### src/rtl/srr_pkg.sv
package srr_pkg;

    localparam int SAMPLE_W    = 16;
    localparam int LEVEL_W     = 15;
    localparam int MIN_LEN_W   = 7;
    localparam int CFG_INDEX_W = 2;
    localparam int CFG_DATA_W  = 16;

    localparam logic [CFG_INDEX_W-1:0] CFG_SILENCE_LEVEL  = 2'd0;
    localparam logic [CFG_INDEX_W-1:0] CFG_MIN_RUN_LENGTH = 2'd1;

    localparam logic [LEVEL_W-1:0]   LEVEL_RESET   = 15'd256;
    localparam logic [MIN_LEN_W-1:0] MIN_LEN_RESET = 7'd16;

    typedef enum logic [2:0] {
        ST_IDLE,
        ST_START,
        ST_SEND,
        ST_LOUD,
        ST_MARK
    } state_t;

    typedef enum logic [1:0] {
        SEL_RUN,
        SEL_LOUD,
        SEL_MARK
    } out_sel_t;

    typedef struct packed {
        logic     load_item;
        logic     rd_en;
        logic     out_load;
        out_sel_t sel;
    } ctrl_cmd_t;

    typedef struct packed {
        logic more;
        logic loud;
        logic final_item;
        logic out_free;
    } dp_status_t;

endpackage

### src/rtl/srr_if.sv
interface srr_sample_if;
    logic                                valid;
    logic                                ready;
    logic signed [srr_pkg::SAMPLE_W-1:0] sample_in;
    logic                                final_sample;

    modport source (output valid, output sample_in, output final_sample, input ready);
    modport sink (input valid, input sample_in, input final_sample, output ready);
endinterface

interface srr_result_if;
    logic                                valid;
    logic                                ready;
    logic signed [srr_pkg::SAMPLE_W-1:0] sample_out;
    logic                                sample_valid;
    logic                                burst_last;
    logic                                stream_end;

    modport source (output valid, output sample_out, output sample_valid,
                    output burst_last, output stream_end, input ready);
    modport sink (input valid, input sample_out, input sample_valid,
                  input burst_last, input stream_end, output ready);
endinterface

interface srr_cfg_if;
    logic                                   valid;
    logic                                   ready;
    logic [srr_pkg::CFG_INDEX_W-1:0]        index;
    logic [srr_pkg::CFG_DATA_W-1:0]         data;

    modport source (output valid, output index, output data, input ready);
    modport sink (input valid, input index, input data, output ready);
endinterface

### src/rtl/srr_ctrl.sv
module srr_ctrl (
    input  logic               clk,
    input  logic               rst_n,
    input  logic               in_valid,
    output logic               in_ready,
    input  srr_pkg::dp_status_t status,
    output srr_pkg::ctrl_cmd_t  cmd
);
    import srr_pkg::*;

    state_t state_reg;
    state_t state_next;

    always_ff @(posedge clk or negedge rst_n)
    begin
        if (!rst_n)
        begin
            state_reg <= ST_IDLE;
        end
        else
        begin
            state_reg <= state_next;
        end
    end

    always_comb
    begin
        state_next = state_reg;
        unique case (state_reg)
            ST_IDLE:
            begin
                if (in_valid)
                begin
                    state_next = ST_START;
                end
            end
            ST_START:
            begin
                priority if (status.more)
                    state_next = ST_SEND;
                else if (status.loud)
                    state_next = ST_LOUD;
                else if (status.final_item)
                    state_next = ST_MARK;
                else
                    state_next = ST_IDLE;
            end
            ST_SEND:
            begin
                if (status.out_free)
                begin
                    priority if (status.more)
                        state_next = ST_SEND;
                    else if (status.loud)
                        state_next = ST_LOUD;
                    else
                        state_next = ST_IDLE;
                end
            end
            ST_LOUD, ST_MARK:
            begin
                if (status.out_free)
                begin
                    state_next = ST_IDLE;
                end
            end
        endcase
    end

    always_comb
    begin
        in_ready      = 1'b0;
        cmd.load_item = 1'b0;
        cmd.rd_en     = 1'b0;
        cmd.out_load  = 1'b0;
        cmd.sel       = SEL_RUN;
        unique case (state_reg)
            ST_IDLE:
            begin
                in_ready      = 1'b1;
                cmd.load_item = in_valid;
            end
            ST_START:
            begin
                // first read of a pending run goes out here
                cmd.rd_en = status.more;
            end
            ST_SEND:
            begin
                cmd.out_load = status.out_free;
                cmd.rd_en    = status.out_free && status.more;
                cmd.sel      = SEL_RUN;
            end
            ST_LOUD:
            begin
                cmd.out_load = status.out_free;
                cmd.sel      = SEL_LOUD;
            end
            ST_MARK:
            begin
                cmd.out_load = status.out_free;
                cmd.sel      = SEL_MARK;
            end
        endcase
    end

    a_ready_only_idle: assert property (@(posedge clk) disable iff (!rst_n)
        in_ready |-> (state_reg == ST_IDLE))
        else $error("input taken outside idle");

    a_load_goes_start: assert property (@(posedge clk) disable iff (!rst_n)
        cmd.load_item |=> (state_reg == ST_START))
        else $error("accepted item not started");

    a_read_needs_more: assert property (@(posedge clk) disable iff (!rst_n)
        cmd.rd_en |-> status.more)
        else $error("read issued with no pending entry");

endmodule

### src/rtl/srr_datapath.sv
module srr_datapath #(
    parameter int MAX_RUN_LENGTH = 64
) (
    input  logic                                clk,
    input  logic                                rst_n,
    input  srr_pkg::ctrl_cmd_t                  cmd,
    output srr_pkg::dp_status_t                 status,
    input  logic signed [srr_pkg::SAMPLE_W-1:0] sample_in,
    input  logic                                final_sample,
    input  logic                                cfg_valid,
    input  logic [srr_pkg::CFG_INDEX_W-1:0]     cfg_index,
    input  logic [srr_pkg::CFG_DATA_W-1:0]      cfg_data,
    input  logic                                out_ready,
    output logic                                out_valid,
    output logic signed [srr_pkg::SAMPLE_W-1:0] sample_out,
    output logic                                sample_valid,
    output logic                                burst_last,
    output logic                                stream_end
);
    import srr_pkg::*;

    localparam int DEPTH = MAX_RUN_LENGTH - 1;
    localparam int AW    = (MAX_RUN_LENGTH > 2) ? $clog2(MAX_RUN_LENGTH - 1) : 1;
    localparam int CW    = $clog2(MAX_RUN_LENGTH);
    localparam int NW    = $clog2(MAX_RUN_LENGTH + 1);

    logic [LEVEL_W-1:0]   level_reg;
    logic [MIN_LEN_W-1:0] min_reg;

    logic [SAMPLE_W-1:0] store_mem [0:DEPTH-1];
    logic [SAMPLE_W-1:0] rd_data_reg;

    logic [NW-1:0] count_reg, count_next;
    logic [CW-1:0] idx_reg, idx_next;
    logic [CW-1:0] len_reg, len_next;
    logic          loud_reg, final_reg;
    logic [SAMPLE_W-1:0] sample_reg;

    logic                out_valid_reg, out_valid_next;
    logic [SAMPLE_W-1:0] out_data_reg, out_data_next;
    logic                out_sv_reg, out_sv_next;
    logic                out_last_reg, out_last_next;
    logic                out_end_reg, out_end_next;

    logic [NW-1:0]       eff_min;
    logic signed [16:0]  samp_ext;
    logic signed [16:0]  lvl_ext;
    logic                silent;
    logic                below_min;
    logic [NW-1:0]       count_after;
    logic                wr_en;
    logic                more;
    logic                out_free;

    // configuration
    always_ff @(posedge clk or negedge rst_n)
    begin
        if (!rst_n)
        begin
            level_reg <= LEVEL_RESET;
            min_reg   <= MIN_LEN_RESET;
        end
        else if (cfg_valid)
        begin
            if (cfg_index == CFG_SILENCE_LEVEL)
            begin
                level_reg <= cfg_data[LEVEL_W-1:0];
            end
            else if (cfg_index == CFG_MIN_RUN_LENGTH)
            begin
                min_reg <= cfg_data[MIN_LEN_W-1:0];
            end
        end
    end

    // minimum clamped into one to MAX_RUN_LENGTH
    always_comb
    begin
        priority if (min_reg == '0)
            eff_min = NW'(1);
        else if (min_reg > MIN_LEN_W'(MAX_RUN_LENGTH))
            eff_min = NW'(MAX_RUN_LENGTH);
        else
            eff_min = min_reg[NW-1:0];
    end

    always_comb
    begin
        samp_ext  = {sample_in[SAMPLE_W-1], sample_in};
        lvl_ext   = $signed({2'b00, level_reg});
        silent    = (samp_ext <= lvl_ext) && (samp_ext >= -lvl_ext);
        below_min = count_reg < eff_min;
        count_after = (silent && below_min) ? count_reg + NW'(1) : count_reg;
        wr_en     = cmd.load_item && silent && below_min && (count_reg < NW'(DEPTH));
    end

    always_comb
    begin
        count_next = count_reg;
        idx_next   = idx_reg;
        len_next   = len_reg;
        if (cmd.load_item)
        begin
            count_next = (!silent || final_sample) ? '0 : count_after;
            idx_next   = '0;
            if (silent)
            begin
                len_next = (final_sample && (count_after < eff_min)) ?
                           count_after[CW-1:0] : '0;
            end
            else
            begin
                len_next = below_min ? count_reg[CW-1:0] : '0;
            end
        end
        else if (cmd.rd_en)
        begin
            idx_next = idx_reg + CW'(1);
        end
    end

    always_ff @(posedge clk or negedge rst_n)
    begin
        if (!rst_n)
        begin
            count_reg <= '0;
            idx_reg   <= '0;
            len_reg   <= '0;
            loud_reg  <= 1'b0;
            final_reg <= 1'b0;
        end
        else
        begin
            count_reg <= count_next;
            idx_reg   <= idx_next;
            len_reg   <= len_next;
            if (cmd.load_item)
            begin
                loud_reg  <= !silent;
                final_reg <= final_sample;
            end
        end
    end

    always_ff @(posedge clk)
    begin
        if (cmd.load_item)
        begin
            sample_reg <= sample_in;
        end
    end

    // run buffer
    always_ff @(posedge clk)
    begin
        if (wr_en)
        begin
            store_mem[count_reg[AW-1:0]] <= sample_in;
        end
        if (cmd.rd_en)
        begin
            rd_data_reg <= store_mem[idx_reg[AW-1:0]];
        end
    end

    assign more     = idx_reg != len_reg;
    assign out_free = !out_valid_reg || out_ready;

    always_comb
    begin
        out_data_next = out_data_reg;
        out_sv_next   = out_sv_reg;
        out_last_next = out_last_reg;
        out_end_next  = out_end_reg;
        out_valid_next = out_valid_reg && !out_ready;
        if (cmd.out_load)
        begin
            out_valid_next = 1'b1;
            unique case (cmd.sel)
                SEL_RUN:
                begin
                    out_data_next = rd_data_reg;
                    out_sv_next   = 1'b1;
                    out_last_next = !more && !loud_reg;
                    out_end_next  = !more && !loud_reg && final_reg;
                end
                SEL_LOUD:
                begin
                    out_data_next = sample_reg;
                    out_sv_next   = 1'b1;
                    out_last_next = 1'b1;
                    out_end_next  = final_reg;
                end
                SEL_MARK:
                begin
                    out_data_next = '0;
                    out_sv_next   = 1'b0;
                    out_last_next = 1'b1;
                    out_end_next  = 1'b1;
                end
            endcase
        end
    end

    always_ff @(posedge clk or negedge rst_n)
    begin
        if (!rst_n)
        begin
            out_valid_reg <= 1'b0;
        end
        else
        begin
            out_valid_reg <= out_valid_next;
        end
    end

    always_ff @(posedge clk)
    begin
        out_data_reg <= out_data_next;
        out_sv_reg   <= out_sv_next;
        out_last_reg <= out_last_next;
        out_end_reg  <= out_end_next;
    end

    assign status.more       = more;
    assign status.loud       = loud_reg;
    assign status.final_item = final_reg;
    assign status.out_free   = out_free;

    assign out_valid    = out_valid_reg;
    assign sample_out   = $signed(out_data_reg);
    assign sample_valid = out_sv_reg;
    assign burst_last   = out_last_reg;
    assign stream_end   = out_end_reg;

    a_count_bound: assert property (@(posedge clk) disable iff (!rst_n)
        count_reg <= NW'(MAX_RUN_LENGTH))
        else $error("run counter beyond maximum");

    a_no_overwrite: assert property (@(posedge clk) disable iff (!rst_n)
        cmd.out_load |-> (!out_valid_reg || out_ready))
        else $error("pending result overwritten");

    a_final_clears: assert property (@(posedge clk) disable iff (!rst_n)
        (cmd.load_item && final_sample) |=> (count_reg == '0))
        else $error("run counter not cleared at stream end");

endmodule

### src/rtl/silence_run_remover.sv
// silence_run_remover
// drops silent runs of at least min_run_length samples from a 16-bit audio stream.
// samples: valid/ready input channel, one sample and its final_sample flag per transaction.
// results: valid/ready output channel, one kept sample (or an end marker) per transaction,
//   burst_last closes the results of one input, stream_end the whole stream.
// cfg: write channel, index 0 silence_level, index 1 min_run_length; always ready,
//   write only while the block is idle.
// one input is taken at a time. an input with no result passes through IDLE and START,
//   a loud sample or end marker also through LOUD or MARK, and a flushed run holds SEND
//   until its last sample; the flush streams one buffered sample per cycle, while the
//   receiver is ready, from the run buffer memory, which has a registered read port.
//   the first result enters the output register from SEND, LOUD or MARK, after START.
// a finished result sits in an output register; the next input is taken while it
//   waits. when the receiver stalls the flush holds in place and resumes with no loss.
// reset (rst_n low, asynchronous) restores the register defaults and empties the run;
//   the buffer itself needs no clearing.
module silence_run_remover #(
    parameter int MAX_RUN_LENGTH = 64
) (
    input  logic  clk,
    input  logic  rst_n,
    srr_sample_if.sink   samples,
    srr_result_if.source results,
    srr_cfg_if.sink      cfg
);
    import srr_pkg::*;

    ctrl_cmd_t  cmd;
    dp_status_t status;

    assign cfg.ready = 1'b1;

    srr_ctrl u_ctrl (
        .clk      (clk),
        .rst_n    (rst_n),
        .in_valid (samples.valid),
        .in_ready (samples.ready),
        .status   (status),
        .cmd      (cmd)
    );

    srr_datapath #(
        .MAX_RUN_LENGTH (MAX_RUN_LENGTH)
    ) u_datapath (
        .clk          (clk),
        .rst_n        (rst_n),
        .cmd          (cmd),
        .status       (status),
        .sample_in    (samples.sample_in),
        .final_sample (samples.final_sample),
        .cfg_valid    (cfg.valid),
        .cfg_index    (cfg.index),
        .cfg_data     (cfg.data),
        .out_ready    (results.ready),
        .out_valid    (results.valid),
        .sample_out   (results.sample_out),
        .sample_valid (results.sample_valid),
        .burst_last   (results.burst_last),
        .stream_end   (results.stream_end)
    );

endmodule

### src/flat_wrapper.sv
// flat-port wrapper written by rule: the top's interface ports become plain ports
module silence_run_remover_flat import srr_pkg::*;
#(
    parameter int MAX_RUN_LENGTH = 64
)
  (clk, rst_n, samples_valid, samples_sample_in, samples_final_sample, samples_ready, results_valid, results_sample_out, results_sample_valid, results_burst_last, results_stream_end, results_ready, cfg_valid, cfg_index, cfg_data, cfg_ready);
  srr_sample_if samples_i ();
  srr_result_if results_i ();
  srr_cfg_if cfg_i ();
  input  logic clk;
  input  logic rst_n;
  input wire logic [$bits(samples_i.valid)-1:0] samples_valid;
  input wire logic [$bits(samples_i.sample_in)-1:0] samples_sample_in;
  input wire logic [$bits(samples_i.final_sample)-1:0] samples_final_sample;
  output wire logic [$bits(samples_i.ready)-1:0] samples_ready;
  output wire logic [$bits(results_i.valid)-1:0] results_valid;
  output wire logic [$bits(results_i.sample_out)-1:0] results_sample_out;
  output wire logic [$bits(results_i.sample_valid)-1:0] results_sample_valid;
  output wire logic [$bits(results_i.burst_last)-1:0] results_burst_last;
  output wire logic [$bits(results_i.stream_end)-1:0] results_stream_end;
  input wire logic [$bits(results_i.ready)-1:0] results_ready;
  input wire logic [$bits(cfg_i.valid)-1:0] cfg_valid;
  input wire logic [$bits(cfg_i.index)-1:0] cfg_index;
  input wire logic [$bits(cfg_i.data)-1:0] cfg_data;
  output wire logic [$bits(cfg_i.ready)-1:0] cfg_ready;
  assign samples_i.valid = samples_valid;
  assign samples_i.sample_in = samples_sample_in;
  assign samples_i.final_sample = samples_final_sample;
  assign samples_ready = samples_i.ready;
  assign results_valid = results_i.valid;
  assign results_sample_out = results_i.sample_out;
  assign results_sample_valid = results_i.sample_valid;
  assign results_burst_last = results_i.burst_last;
  assign results_stream_end = results_i.stream_end;
  assign results_i.ready = results_ready;
  assign cfg_i.valid = cfg_valid;
  assign cfg_i.index = cfg_index;
  assign cfg_i.data = cfg_data;
  assign cfg_ready = cfg_i.ready;
  silence_run_remover #(.MAX_RUN_LENGTH(MAX_RUN_LENGTH)) u_core (.clk(clk), .rst_n(rst_n), .samples(samples_i), .results(results_i), .cfg(cfg_i));
endmodule
### config.mk
export PLATFORM = sky130hd
export DESIGN_NAME = silence_run_remover_flat
export DESIGN_NICKNAME = d
export VERILOG_FILES = /design/src/rtl/srr_pkg.sv /design/src/rtl/srr_if.sv /design/src/rtl/srr_ctrl.sv /design/src/rtl/srr_datapath.sv /design/src/rtl/silence_run_remover.sv /design/src/flat_wrapper.sv
export SDC_FILE = /design/constraint.sdc
export NUM_CORES = 1
export LEC_CHECK = 0
export BUFFER_PORTS_ARGS = -buffer_cell sky130_fd_sc_hd__buf_4
export CORE_MARGIN = 3
export CORE_UTILIZATION = 60
export CTS_CLUSTER_DIAMETER = 200
export CTS_CLUSTER_SIZE = 30
export DETAILED_ROUTE_END_ITERATION = 12
export GPL_TIMING_DRIVEN = 0
export PLACE_DENSITY_LB_ADDON = 0.15
export REMOVE_ABC_BUFFERS = 1
export SLEW_MARGIN = 20
export SYNTH_ARGS = -nofsm -noshare
export SYNTH_HDL_FRONTEND = slang
export SYNTH_SLANG_ARGS = --single-unit
### constraint.sdc
create_clock -name clk -period 12.08 [get_ports clk]
set_input_delay 0.604 -clock clk [delete_from_list [all_inputs] [get_ports clk]]
set_output_delay 0.604 -clock clk [all_outputs]
set_load 0.005 [all_outputs]
== Word-level counts from Yosys, hierarchy flattened ==
Memories as Yosys holds them, arrays and structs flattened. A register that Yosys moved wholly into a read port is not among the register bits.
Index checks and enable logic that the tools add are counted.

* Bits in registers: 82
* Latch bits: 0
* Bits in writable memories: 1008
* Memory bits (read-only): 0
* Input port bits: 40
* Output and inout port bits: 22
* Word-level logic and storage cells: 93
* Memories kept: 1

* $add $sub $neg: 3
* $mul: 0
* Div/mod/pow operators: 0
* Order comparisons: 6
* Eq/ne operators: 11
* Shift operators: 0
* Muxes and demuxes: 29
* Bitwise operators: 1
* Reductions and logical operators: 28

{| class="wikitable"
|+ Memories
! memory !! depth !! bits a word !! rd ports !! clocked after memory_dff !! wr ports !! line !! text
|-
| u_core.u_datapath.store_mem || 63 || 16 || 1 || 1 || 1 || srr_datapath.sv:30 || <nowiki>logic [SAMPLE_W-1:0] store_mem [0:DEPTH-1];</nowiki>
|}

{| class="wikitable"
|+ Operators by type and width
! cell !! count
|-
| $pmux W16 S3 || 1
|-
| $mux W6 || 5
|-
| $mux W7 || 4
|-
| $mux W3 || 6
|-
| $ge A16 B17 Y1 || 1
|-
| $neg A15 Y17 || 1
|-
| $le A16 B16 Y1 || 1
|-
| $lt A7 B7 Y1 || 2
|-
| $pmux W3 S4 || 1
|-
| $logic_and A1 B1 Y1 || 10
|-
| $pmux W3 S3 || 1
|-
| $add A7 B1 Y7 const B || 1
|-
| $gt A7 B7 Y1 const B || 1
|-
| $logic_not A7 Y1 || 1
|-
| $lt A7 B6 Y1 const B || 1
|-
| $add A6 B1 Y6 const B || 1
|-
| $eq A3 B2 Y1 const B || 2
|-
| $ne A2 B2 Y1 const B || 3
|-
| $ne A6 B6 Y1 || 1
|-
| $pmux W1 S2 || 3
|-
| $reduce_and A3 Y1 || 2
|-
| $reduce_or A2 Y1 || 3
|-
| $logic_not A1 Y1 || 5
|-
| $mux W1 || 5
|-
| other kinds (12) || 16
|}

== Depth between registers and ports, before layout ==
Gate-level depths: netlist of the first run.

* Depth after elaboration: 10
* Mapped depth: 23

== By module ==
Synthesis of the first run repeated with hierarchy kept, for this count alone.

* Cells, all modules: 2076
* Area, all modules: 44084.8 µm²

{| class="wikitable"
|+ By module, submodules not included
! module !! instances !! cells an instance !! area each (µm²) !! sequential area each (µm²)
|-
| srr_datapath || 1 || 2043 || 43780.7 || 32904.1
|-
| srr_ctrl || 1 || 31 || 292.8 || 75.1
|-
| silence_run_remover || 1 || 2 || 11.3 || 0.0
|}

== Worst setup path after synthesis of the first run ==
OpenSTA, ideal clock, no wires.

* Path type: reg2reg
* Start point: reg u_core.u_datapath.level_reg[0]
* End point: reg u_core.u_datapath.len_reg[2]
* Library setup time: 0.066 ns
* Arrival: 4.689 ns
* Data required time: 12.014 ns
* Path slack: 7.325 ns
* Stages on the path, launching flop included: 24
* Buffers on the path: 1
* Path through: dfrtp_1 > inv_1 > nand4_1 > nor4_1 > nand3_1 > nor2_1 > xnor2_1 > ha_1 > and4_1 > nand2_1 > or2_2 > o311a_1 > nor2_1 > buf_2 > nand2_1 > xnor2_1 > ha_1 > a21o_1 > a21o_1 > a211oi_1 > o21a_1 > a41oi_1 > a2111oi_0 > a221o_1

* Cells in the longest elaborated chain, start to end: 9
* Elaborated cells on any way between the ends: 10

{| class="wikitable"
|+ RTL lines
! item !! line !! text
|-
| from (decl) || srr_datapath.sv:27 || <nowiki>logic [LEVEL_W-1:0] level_reg;</nowiki>
|-
| from (signal assigned) || srr_datapath.sv:67 || <nowiki>level_reg <= cfg_data[LEVEL_W-1:0];</nowiki>
|-
| $neg A15 Y17 || srr_datapath.sv:91 || <nowiki>silent = (samp_ext <= lvl_ext) && (samp_ext >= -lvl_ext);</nowiki>
|-
| $ge A16 B17 Y1 || srr_datapath.sv:91 ||
|-
| $logic_and A1 B1 Y1 (*) || srr_datapath.sv:91 ||
|-
| $logic_and A1 B1 Y1 || srr_datapath.sv:93 || <nowiki>count_after = (silent && below_min) ? count_reg + NW'(1) : count_reg;</nowiki>
|-
| $mux W7 || srr_datapath.sv:93 ||
|-
| $lt A7 B7 Y1 || srr_datapath.sv:108 || <nowiki>len_next = (final_sample && (count_after < eff_min)) ?</nowiki>
|-
| $logic_and A1 B1 Y1 || srr_datapath.sv:108 ||
|-
| $mux W6 || srr_datapath.sv:108 ||
|-
| $mux W6 (*) || srr_datapath.sv:106 || <nowiki>if (silent)</nowiki>
|-
| to (signal assigned) || srr_datapath.sv:136 || <nowiki>len_reg <= len_next;</nowiki>
|-
| to (decl) || srr_datapath.sv:35 || <nowiki>logic [CW-1:0] len_reg, len_next;</nowiki>
|}

Every way passes the cells marked *; elsewhere a longest branch is shown, timed or not.
A chain may end at the register's enable or synchronous reset.

== Worst setup path in the final report of the first run ==
* Start point: reg u_core.u_datapath.level_reg[1]
* End point: mem u_core.u_datapath.store_mem[44][10] (enable)

* Cells in the longest elaborated chain, start to end: 8
* Elaborated cells on any way between the ends: 9

{| class="wikitable"
|+ RTL lines
! item !! line !! text
|-
| $neg A15 Y17 || srr_datapath.sv:91 ||
|-
| $ge A16 B17 Y1 || srr_datapath.sv:91 ||
|-
| $logic_and A1 B1 Y1 (*) || srr_datapath.sv:91 ||
|-
| $logic_and A1 B1 Y1 (*) (3 in series) || srr_datapath.sv:94 || <nowiki>wr_en = cmd.load_item && silent && below_min && (count_reg < NW'(DEPTH));</nowiki>
|-
| $mux W1 (*) || srr_datapath.sv:156 || <nowiki>if (wr_en)</nowiki>
|-
| $mux W1 (not written as such) (*) || srr_datapath.sv:158 || <nowiki>store_mem[count_reg[AW-1:0]] <= sample_in;</nowiki>
|-
| to (decl) || srr_datapath.sv:30 ||
|}

Marks and branches as above.

==> results of run 1 <==
## layout make-up
| cell class | count | area share |
|---|---|---|
| Sequential cell | 1106 | 0.690 |
| Timing Repair Buffer | 130 | 0.0332 |
| Clock buffer | 62 | 0.0253 |
| Inverter | 30 | 0.00235 |
| Antenna cell | 4 | 0.000209 |
| Multi-Input combinational cell | 835 | 0.224 |
| Tap cell | 950 | 0.0249 |
## synth_stat cells, drive strengths merged, types with 5 or more instances
cell type	count
a211oi	5
a21o	8
a21oi	22
a22o	16
and2	6
buf	50
clkbuf	55
dfrtp	45
edfxtp	1059
ha	48
inv	30
mux2	7
mux2i	30
mux4	310
nand2	68
nand2b	5
nand3	9
nand4	19
nor2	106
nor2b	11
nor3	8
nor4	8
o21ai	49
o31ai	8
or4	5
xnor2	15
xor2	11
## worst max-delay path, cell delays in order (launching register included)
cell and delay [ns]:
dfrtp_1 0.40, inv_1 0.14, ha_1 0.21, and3_1 0.30, nand4_1 0.26, nor3_1 0.31
xnor2_1 0.11, ha_1 0.29, and3_1 0.19, nand2_1 0.08, or2_2 0.29, o311a_1 0.26
nor2_1 0.81, nand4_1 1.16, nor2_2 0.99, buf_6 0.25
## routing by layer
metal / part of all wire / GRT usage / vias up
li1: - / - / 8730
met1: 0.40 / 0.376 / 11214
met2: 0.49 / 0.413 / 923
met3: 0.078 / 0.0374 / 142
met4: 0.022 / 0.0524 / 2
met5: 0.00014 / 0 / -
## cells in the final DEF (no fill, tap or decap), types with 6 or more instances in the layout
cell and count:
nand3_1 9, xnor2_1 15, mux4_2 310, nand4_1 19, buf_8 25, clkbuf_16 46, nand2_1 68, nor2_2 48
a21oi_1 22, nor2_4 16, o31ai_1 8, nor3_1 8, dfrtp_1 40, buf_16 13, nor4_1 8, a21o_1 8
mux2_2 7, nor2b_1 10, nor2_1 42, edfxtp_1 1059, ha_1 48, and2_1 6, mux2i_1 30, inv_1 29
clkbuf_1 16, xor2_1 11, buf_6 26, a22o_1 16, buf_4 60, o21ai_0 48
## cell families (layout without fill, tap and decap cells)
family          Yosys count  after routing  share of synthesized area
simple gates            267            267                     0.0286
flops                  1106           1106                      0.750
buf+inv                 135            222                     0.0128
other cells               1              5                  0.0000852
compound gates          146            146                     0.0228
xor+xnor                 26             26                    0.00518
mux                     347            347                      0.167
fa+ha+maj                48             48                     0.0137
## stage by stage
stage | std cells | util | setup TNS [ns] | total power [mW]
after CTS | 3112 | 0.663 | 0 | 8.63
final | 3117 | 0.663 | 0 | 8.57
after detailed placement | 3049 | 0.646 | 0 | 6.91
after global placement | 2980 | 0.627 | -157.87 | 7.56
after global routing | 3113 | 0.663 | 0 | 8.89
after floorplan | 1971 | - | 0 | 6.52
## where the power goes
group          switching [mW]  total, mW  internal (mW)
logic                    1.19       2.31           1.13
clock network            1.07       1.77          0.706
registers               0.129       4.49           4.36
## how the worst max path moves through the flow
stage / slack (ns) / startpoint / depth (start not counted) / endpoint
floorplan: 0.45 / u_core.u_datapath.idx_reg[0] / 5 / u_core.u_datapath.rd_data_reg[12]
global placement: -4.62 / u_core.u_datapath.idx_reg[0] / 4 / u_core.u_datapath.rd_data_reg[12]
detailed placement: 5.72 / u_core.u_datapath.level_reg[1] / 15 / u_core.u_datapath.store_mem[44][6]
CTS: 5.69 / u_core.u_datapath.level_reg[0] / 15 / u_core.u_datapath.store_mem[44][10]
global route: 5.36 / u_core.u_datapath.level_reg[1] / 15 / u_core.u_datapath.store_mem[44][10]
finish: 5.72 / u_core.u_datapath.level_reg[1] / 15 / u_core.u_datapath.store_mem[44][10]
## timing repair
action                    in CTS  in global routing
hold buffers                   1                  0
buffers inserted               0                  0
hold endpoints to repair      40                  0
resized for setup              0                  0
==> results.cfg, run 1 <==
[sta]
rsz0062_at_grt = false
clock.fmax_ghz = 0.157
fin_crit_sh = 0.526
fin_ws_ns = 5.72
setup-violations-final = 0
hold_slack_ns = 0.178
relSlewSlack = 0.197
skew_ns = 0.0242
fin_crit_ns = 6.36
drv_slew = 0
tightest_slew_ns = 1.20
hold_viol_final = 0

[worst_setup_path]
cp_data_arrival_time_ns = 6.69
worst_setup_path_end_kind = flip-flop
rr_worst_depth = 15
crit_required_ns = 12.41
critPathKind = reg -> reg
r2r-start = u_core.u_datapath.level_reg[1]
critPathMaxFanout = 16
r2r-end = u_core.u_datapath.store_mem[44][10]
r2r_slack_ns = 5.72
start_kind = flip-flop

[grt]
overflow = 0
grt_pass1_wl_um = 142000
grt_max_degree = 69
grt_use_total = 0.253
antenna_found_initial = 2
grt_pass1_vias = 21220

[outcome]
outcome = completed

[route]
vias = 21011
detail_route.first_pass.iterations = 5
viasPerCell = 6.74
drt_iter0_drc = 2530
drcViolationCount = 0
wire_per_inst_um = 30.7
routed_wirelength_um = 95700
final_antenna_net_count = 0

[die]
row_count = 98
num_io_pins = 62
die_area_um2 = 76600
die_y_um = 277
initial_utilization = 0.610
die_width_um = 277
coreArea_um2 = 72100

[hold_path]
min_from = cfg_data[7]
whs_path_depth = 3
hold_path_class = in -> reg
min_to = u_core.u_datapath.level_reg[7]

[clock_network]
clk_pin_slew_worst_paths_ns = 0.11
cts_sinks = 1106
root_buffer = clkbuf_16
cts_buffers = 42
clock_path_buffers = 3
clk-insertion-delay-late_ns = 0.62
cts_tree = done
htree_levels = 2

[logic_synthesis]
netlist_instances = 2076
synth_top_area_cell = edfxtp_1
async_flop_share = 0.0425
yosys_most_used_dff = edfxtp_1
ys_ff_latch = 1106
synth_area_per_cell_um2 = 21.2
synth_area_um2 = 44000
synth-seq-area-share = 0.750
ys_warn_count = 0
yosys-top-cells-area = edfxtp_1 72%, mux4_2 16%, dfrtp_1 2.6%
ys_types = 66
synth_edf_count = 1059
synth_top_area_share = 0.723

[finish]
largest_reg_flops = 1008
register_area_um2 = 33000
drive_above_1_share = 0.267
fin_area_um2 = 47800
nFillCells = 4611
syn_to_final_growth_pct = 8.69
multi_input_area_um2 = 10700
fin_nets = 2233

[placed_design]
post-place-ws_ns = 5.72
hpwl_um = 60200
placedInstanceArea_um2 = 46600
port_buffers = 59
globalplace.congestion = 0.858

[job]
cap_violations = 0

[pwr]
p_per_area_nw_per_um2 = 179
ir_drop_mv = 0.184
power.leakage_nw = 14.7
Power figures use the tool's default switching activity.
==> run 2, diff against run 1 <==
CORE_UTILIZATION = 57   (was 60)
clock period = 5.5 ns   (was 12.08 ns; I/O delays follow)
==> results.cfg, run 2 (synthesized netlist as in run 1, its figures left out) <==
[outcome]
outcome = completed

[placed_design]
placedInstanceArea_um2 = 46600
hpwl_um = 60100
port_buffers = 59
globalplace.congestion = 0.870

[route]
wire_per_inst_um = 29.8
final_antenna_net_count = 0
vias = 21025
drt_iter0_drc = 2460
viasPerCell = 6.51
routed_wirelength_um = 96400
detail_route.first_pass.iterations = 5
drcViolationCount = 0

[sta]
setup-violations-final = 0
fin_crit_ns = 5.21
drv_slew = 0
rsz0062_at_grt = false
hold_viol_final = 0
relSlewSlack = 0.287
clock.fmax_ghz = 0.192
skew_ns = 0.0280
fin_crit_sh = 0.948
tightest_slew_ns = 1.07
tns_ns = 0

[worst_setup_path]
path_buf_inv = 3
critPathKind = reg -> reg
cp_data_arrival_time_ns = 5.55
cpLargestDelayFamily = simple AND/OR/NAND/NOR gates
worst_setup_path_end_kind = flip-flop
start_kind = flip-flop
r2r_slack_ns = 0.29
critPathMaxFanout = 10
crit_required_ns = 5.84
rr_worst_depth = 15
cp_cell_sequence = inv_1, ha_1, and3_1, nand4_1, nor3_1, xnor2_1, ha_1, and3_1, nand2_1, o311a_2, nor2_4, buf_4, nand4_1, nor2_2, buf_8
cp.depth = 15
critPathMaxStageDelay_ns = 0.87
slowest_stage = nor2_2

[die]
num_io_pins = 62
die_area_um2 = 80600
initial_utilization = 0.577
row_count = 101
die_y_um = 284
die_width_um = 284
coreArea_um2 = 76200

[clock_network]
clk-insertion-delay-late_ns = 0.63
cts_tree = done
clk_pin_slew_worst_paths_ns = 0.12
cts_sinks = 1106
cts_buffers = 42
clock_path_buffers = 3
root_buffer = clkbuf_16
htree_levels = 2

[grt]
overflow = 0
grt_use_total = 0.242
grt_pass1_wl_um = 143000
antenna_found_initial = 3
grt_max_degree = 69
grt_pass1_vias = 21326

[pwr]
p_total_mw = 18.9
ir_drop_mv = 0.423
power.leakage_nw = 14.9
p_per_area_nw_per_um2 = 390

[hold_path]
whs_path_depth = 4
hold_path_class = in -> reg

[finish]
layout_commonest_cell = edfxtp_1
drive_above_1_share = 0.269
final_cell_mix = 1,059 x edfxtp_1, 310 x mux4_2, 73 x buf_4
syn_to_final_growth_pct = 9.78
largest_reg_flops = 1008
fin_nets = 2263
fin_area_um2 = 48300

[job]
cap_violations = 0
[run 2: metal layers]
metal / vias up / part of all wire / track usage
met5: - / 0.000093 / 0
met4: 2 / 0.021 / 0.0517
met3: 123 / 0.067 / 0.0300
met2: 880 / 0.50 / 0.403
met1: 11236 / 0.41 / 0.352
li1: 8784 / - / -
[run 2: worst register-to-register path, delay by kind of cell (launching register included)]
kind            cells  cell delay, ns
flops               1            0.40
xor+xnor            1            0.11
compound gates      1            0.54
simple gates        8            2.83
fa+ha+maj           2            0.51
buf+inv             3            0.52
[run 2: final timing paths]
check / startpoint / to
max: u_core.u_datapath.level_reg[1] / u_core.u_datapath.store_mem[24][10]
min: cfg_index[1] / u_core.u_datapath.level_reg[5]
max reg2reg: u_core.u_datapath.level_reg[1] / u_core.u_datapath.store_mem[24][10]
min reg2reg: u_core.u_datapath.len_reg[3] / u_core.u_datapath.len_reg[3]
max in group asynchronous: rst_n / u_core.u_datapath.idx_reg[2]
min in group asynchronous: rst_n / u_core.u_datapath.out_valid
[run 2: layout make-up]
type / count / area, um2
antenna: 1 / 2.50
clock buffer: 70 / 1240
fill: 5009 / 27900
inverter: 30 / 113
multi-input combinational: 836 / 10800
sequential: 1106 / 33000
tap: 1030 / 1290
timing repair buffer: 159 / 1850
[run 2: stage by stage]
step / utilization / cells / hold slack (ns) / setup slack [ns]
global placement: 0.594 / 3060 / 0.313 / -11.09
finish: 0.634 / 3232 / 0.0346 / 0.289
CTS: 0.633 / 3226 / 0.00300 / 0.0284
global route: 0.634 / 3231 / 0.0576 / 0.0207
floorplan: - / 1971 / -0.0206 / -6.13
detailed placement: 0.612 / 3123 / 0.329 / -0.622
[run 2: what timing repair did]
action / in CTS / in global routing
resized for setup: 3 / 8
endpoints found under the setup margin: 1014 / 311
pin swaps: 4 / 1
buffers inserted: 9 / 4
endpoints found under the hold margin: 69 / 0
hold buffers: 24 / 0
gates cloned: 0 / 1
[run 2: where the power goes]
group	switching, mW	internal [mW]
combinational	2.55	2.48
sequential	0.309	9.57
clock	2.38	1.57
==> run 3, diff against run 2 <==
BUFFER_PORTS_ARGS = -buffer_cell sky130_fd_sc_hd__buf_2   (was -buffer_cell sky130_fd_sc_hd__buf_4)
CORE_MARGIN = 2   (was 3)
==> results.cfg, run 3 (synthesized netlist as in run 1, its figures left out) <==
[outcome]
outcome = completed

[finish]
drive_above_1_share = 0.267
multi_input_area_um2 = 10900
insertedDiodeCount = 0
layout_commonest_cell = edfxtp_1
final_util = 0.632
nFillCells = 5063
register_area_um2 = 33000
syn_to_final_growth_pct = 9.51
fin_nets = 2265
largest_reg_flops = 1008
final_cell_mix = 1,059 x edfxtp_1, 310 x mux4_2, 68 x nand2_1

[route]
viasPerCell = 6.52
drcViolationCount = 0
final_antenna_net_count = 0
vias = 21073
routed_wirelength_um = 96600
detail_route.first_pass.iterations = 5
drt_iter0_drc = 2613
wire_per_inst_um = 29.9

[sta]
relSlewSlack = 0.283
clock.fmax_ghz = 0.194
rsz0062_at_grt = false
tightest_slew_ns = 1.07
skew_ns = 0.0169
fin_crit_ns = 5.14
setup-violations-final = 0
fin_crit_sh = 0.935
hold_viol_final = 0
drv_slew = 0
hold_slack_ns = 0.0611
tns_ns = 0

[clock_network]
htree_levels = 2
clk_pin_slew_worst_paths_ns = 0.11
cts_buffers = 42
clk-insertion-delay-late_ns = 0.63
cts_sinks = 1106
root_buffer = clkbuf_16
cts_tree = done
clock_path_buffers = 3

[pwr]
power.leakage_nw = 14.8
ir_drop_mv = 0.413
p_total_mw = 18.9
p_per_area_nw_per_um2 = 392

[worst_setup_path]
path_buf_inv = 1
cp_data_arrival_time_ns = 5.72
critPathMaxFanout = 9
start_kind = flip-flop
cpLargestDelayFamily = compound AO/OA/AOI/OAI gates
critPathMaxStageDelay_ns = 0.39
cp_cell_sequence = inv_1, ha_1, and3_1, nand4_1, nor3_1, xnor2_1, ha_1, and3_1, nand2_1, or2_2, o311a_2, nor2_4, nand2_1, xnor2_1, ha_1, a21o_1, a21o_1, a211oi_2, o21a_1, a41oi_1, a2111oi_1, a221o_1
slowest_stage = dfrtp_1
critPathKind = reg -> reg
cp_common_cell = ha_1
worst_setup_path_end_kind = flip-flop
crit_required_ns = 6.07

[grt]
grt_pass1_wl_um = 141000
grt_use_total = 0.249
overflow = 0
grt_pass1_vias = 20858
grt_max_degree = 69
antenna_found_initial = 3

[placed_design]
port_buffers = 59
globalplace.congestion = 0.860
hpwl_um = 59100

[die]
num_io_pins = 62
die_y_um = 282
die_width_um = 282
initial_utilization = 0.577
row_count = 101
die_area_um2 = 79400
coreArea_um2 = 76200

[hold_path]
hold_path_class = in -> reg

[job]
cap_violations = 0
-- run 3: cell count changes in the layout (fill, tap and decap cells not counted), sizes merged --
cell and delta:
diode -1, dlygate4sd3 +5, buf -2, nor2 -1
-- run 3: final cells by class --
type / instances / share of cell area
timing repair buffer: 162 / 0.0350
inverter: 30 / 0.00234
sequential: 1106 / 0.685
clock buffer: 70 / 0.0258
tap: 1030 / 0.0267
multi-input combinational: 835 / 0.225
-- run 3: layer usage --
layer,vias to the layer above,wire (um),global-route usage
li1,8802,-,-
met1,11225,39000,0.364
met2,920,48200,0.412
met3,124,7200,0.0296
met4,2,2140,0.0550
met5,-,15,0
-- run 3: final timing paths --
| path | start | to | slack [ns] | cells past startpoint |
|---|---|---|---|---|
| worst min register to register | u_core.u_datapath.len_reg[1] | u_core.u_datapath.len_reg[1] | 0.54 | 2 |
| worst max-delay path | u_core.u_datapath.level_reg[1] | u_core.u_datapath.len_reg[2] | 0.36 | 22 |
| min in group asynchronous | rst_n | u_core.u_datapath.out_valid | 0.19 | 2 |
| worst max register to register | u_core.u_datapath.level_reg[1] | u_core.u_datapath.len_reg[2] | 0.36 | 22 |
| worst min-delay path | samples_final_sample | u_core.u_datapath.count_reg[2] | 0.06 | 2 |
| max in group asynchronous | rst_n | u_core.u_datapath.idx_reg[3] | 4.83 | 2 |
-- run 3: what timing repair did --
| action | in CTS | in global routing |
|---|---|---|
| pin swaps | 8 | 1 |
| endpoints found under the hold margin | 68 | 0 |
| endpoints found under the setup margin | 1014 | 4 |
| setup buffers | 17 | 4 |
| hold buffers | 29 | 0 |
| gates resized for setup | 4 | 5 |
-- run 3: where the power goes --
part / switching, mW / leakage (nW) / internal (mW) / total (mW)
Combinational: 2.64 / 4.07 / 2.47 / 5.11
Clock: 2.39 / 0.595 / 1.57 / 3.96
Sequential: 0.265 / 10.1 / 9.57 / 9.84
-- run 3: metrics by stage --
step / cell area (um2) / setup slack (ns) / instances
floorplan: 43500 / -6.13 / 1971
detailed placement: 46400 / -0.764 / 3113
global route: 48200 / 0.0748 / 3233
finish: 48200 / 0.355 / 3233
CTS: 48100 / 0.0162 / 3229
global placement: 45100 / -11.09 / 3060
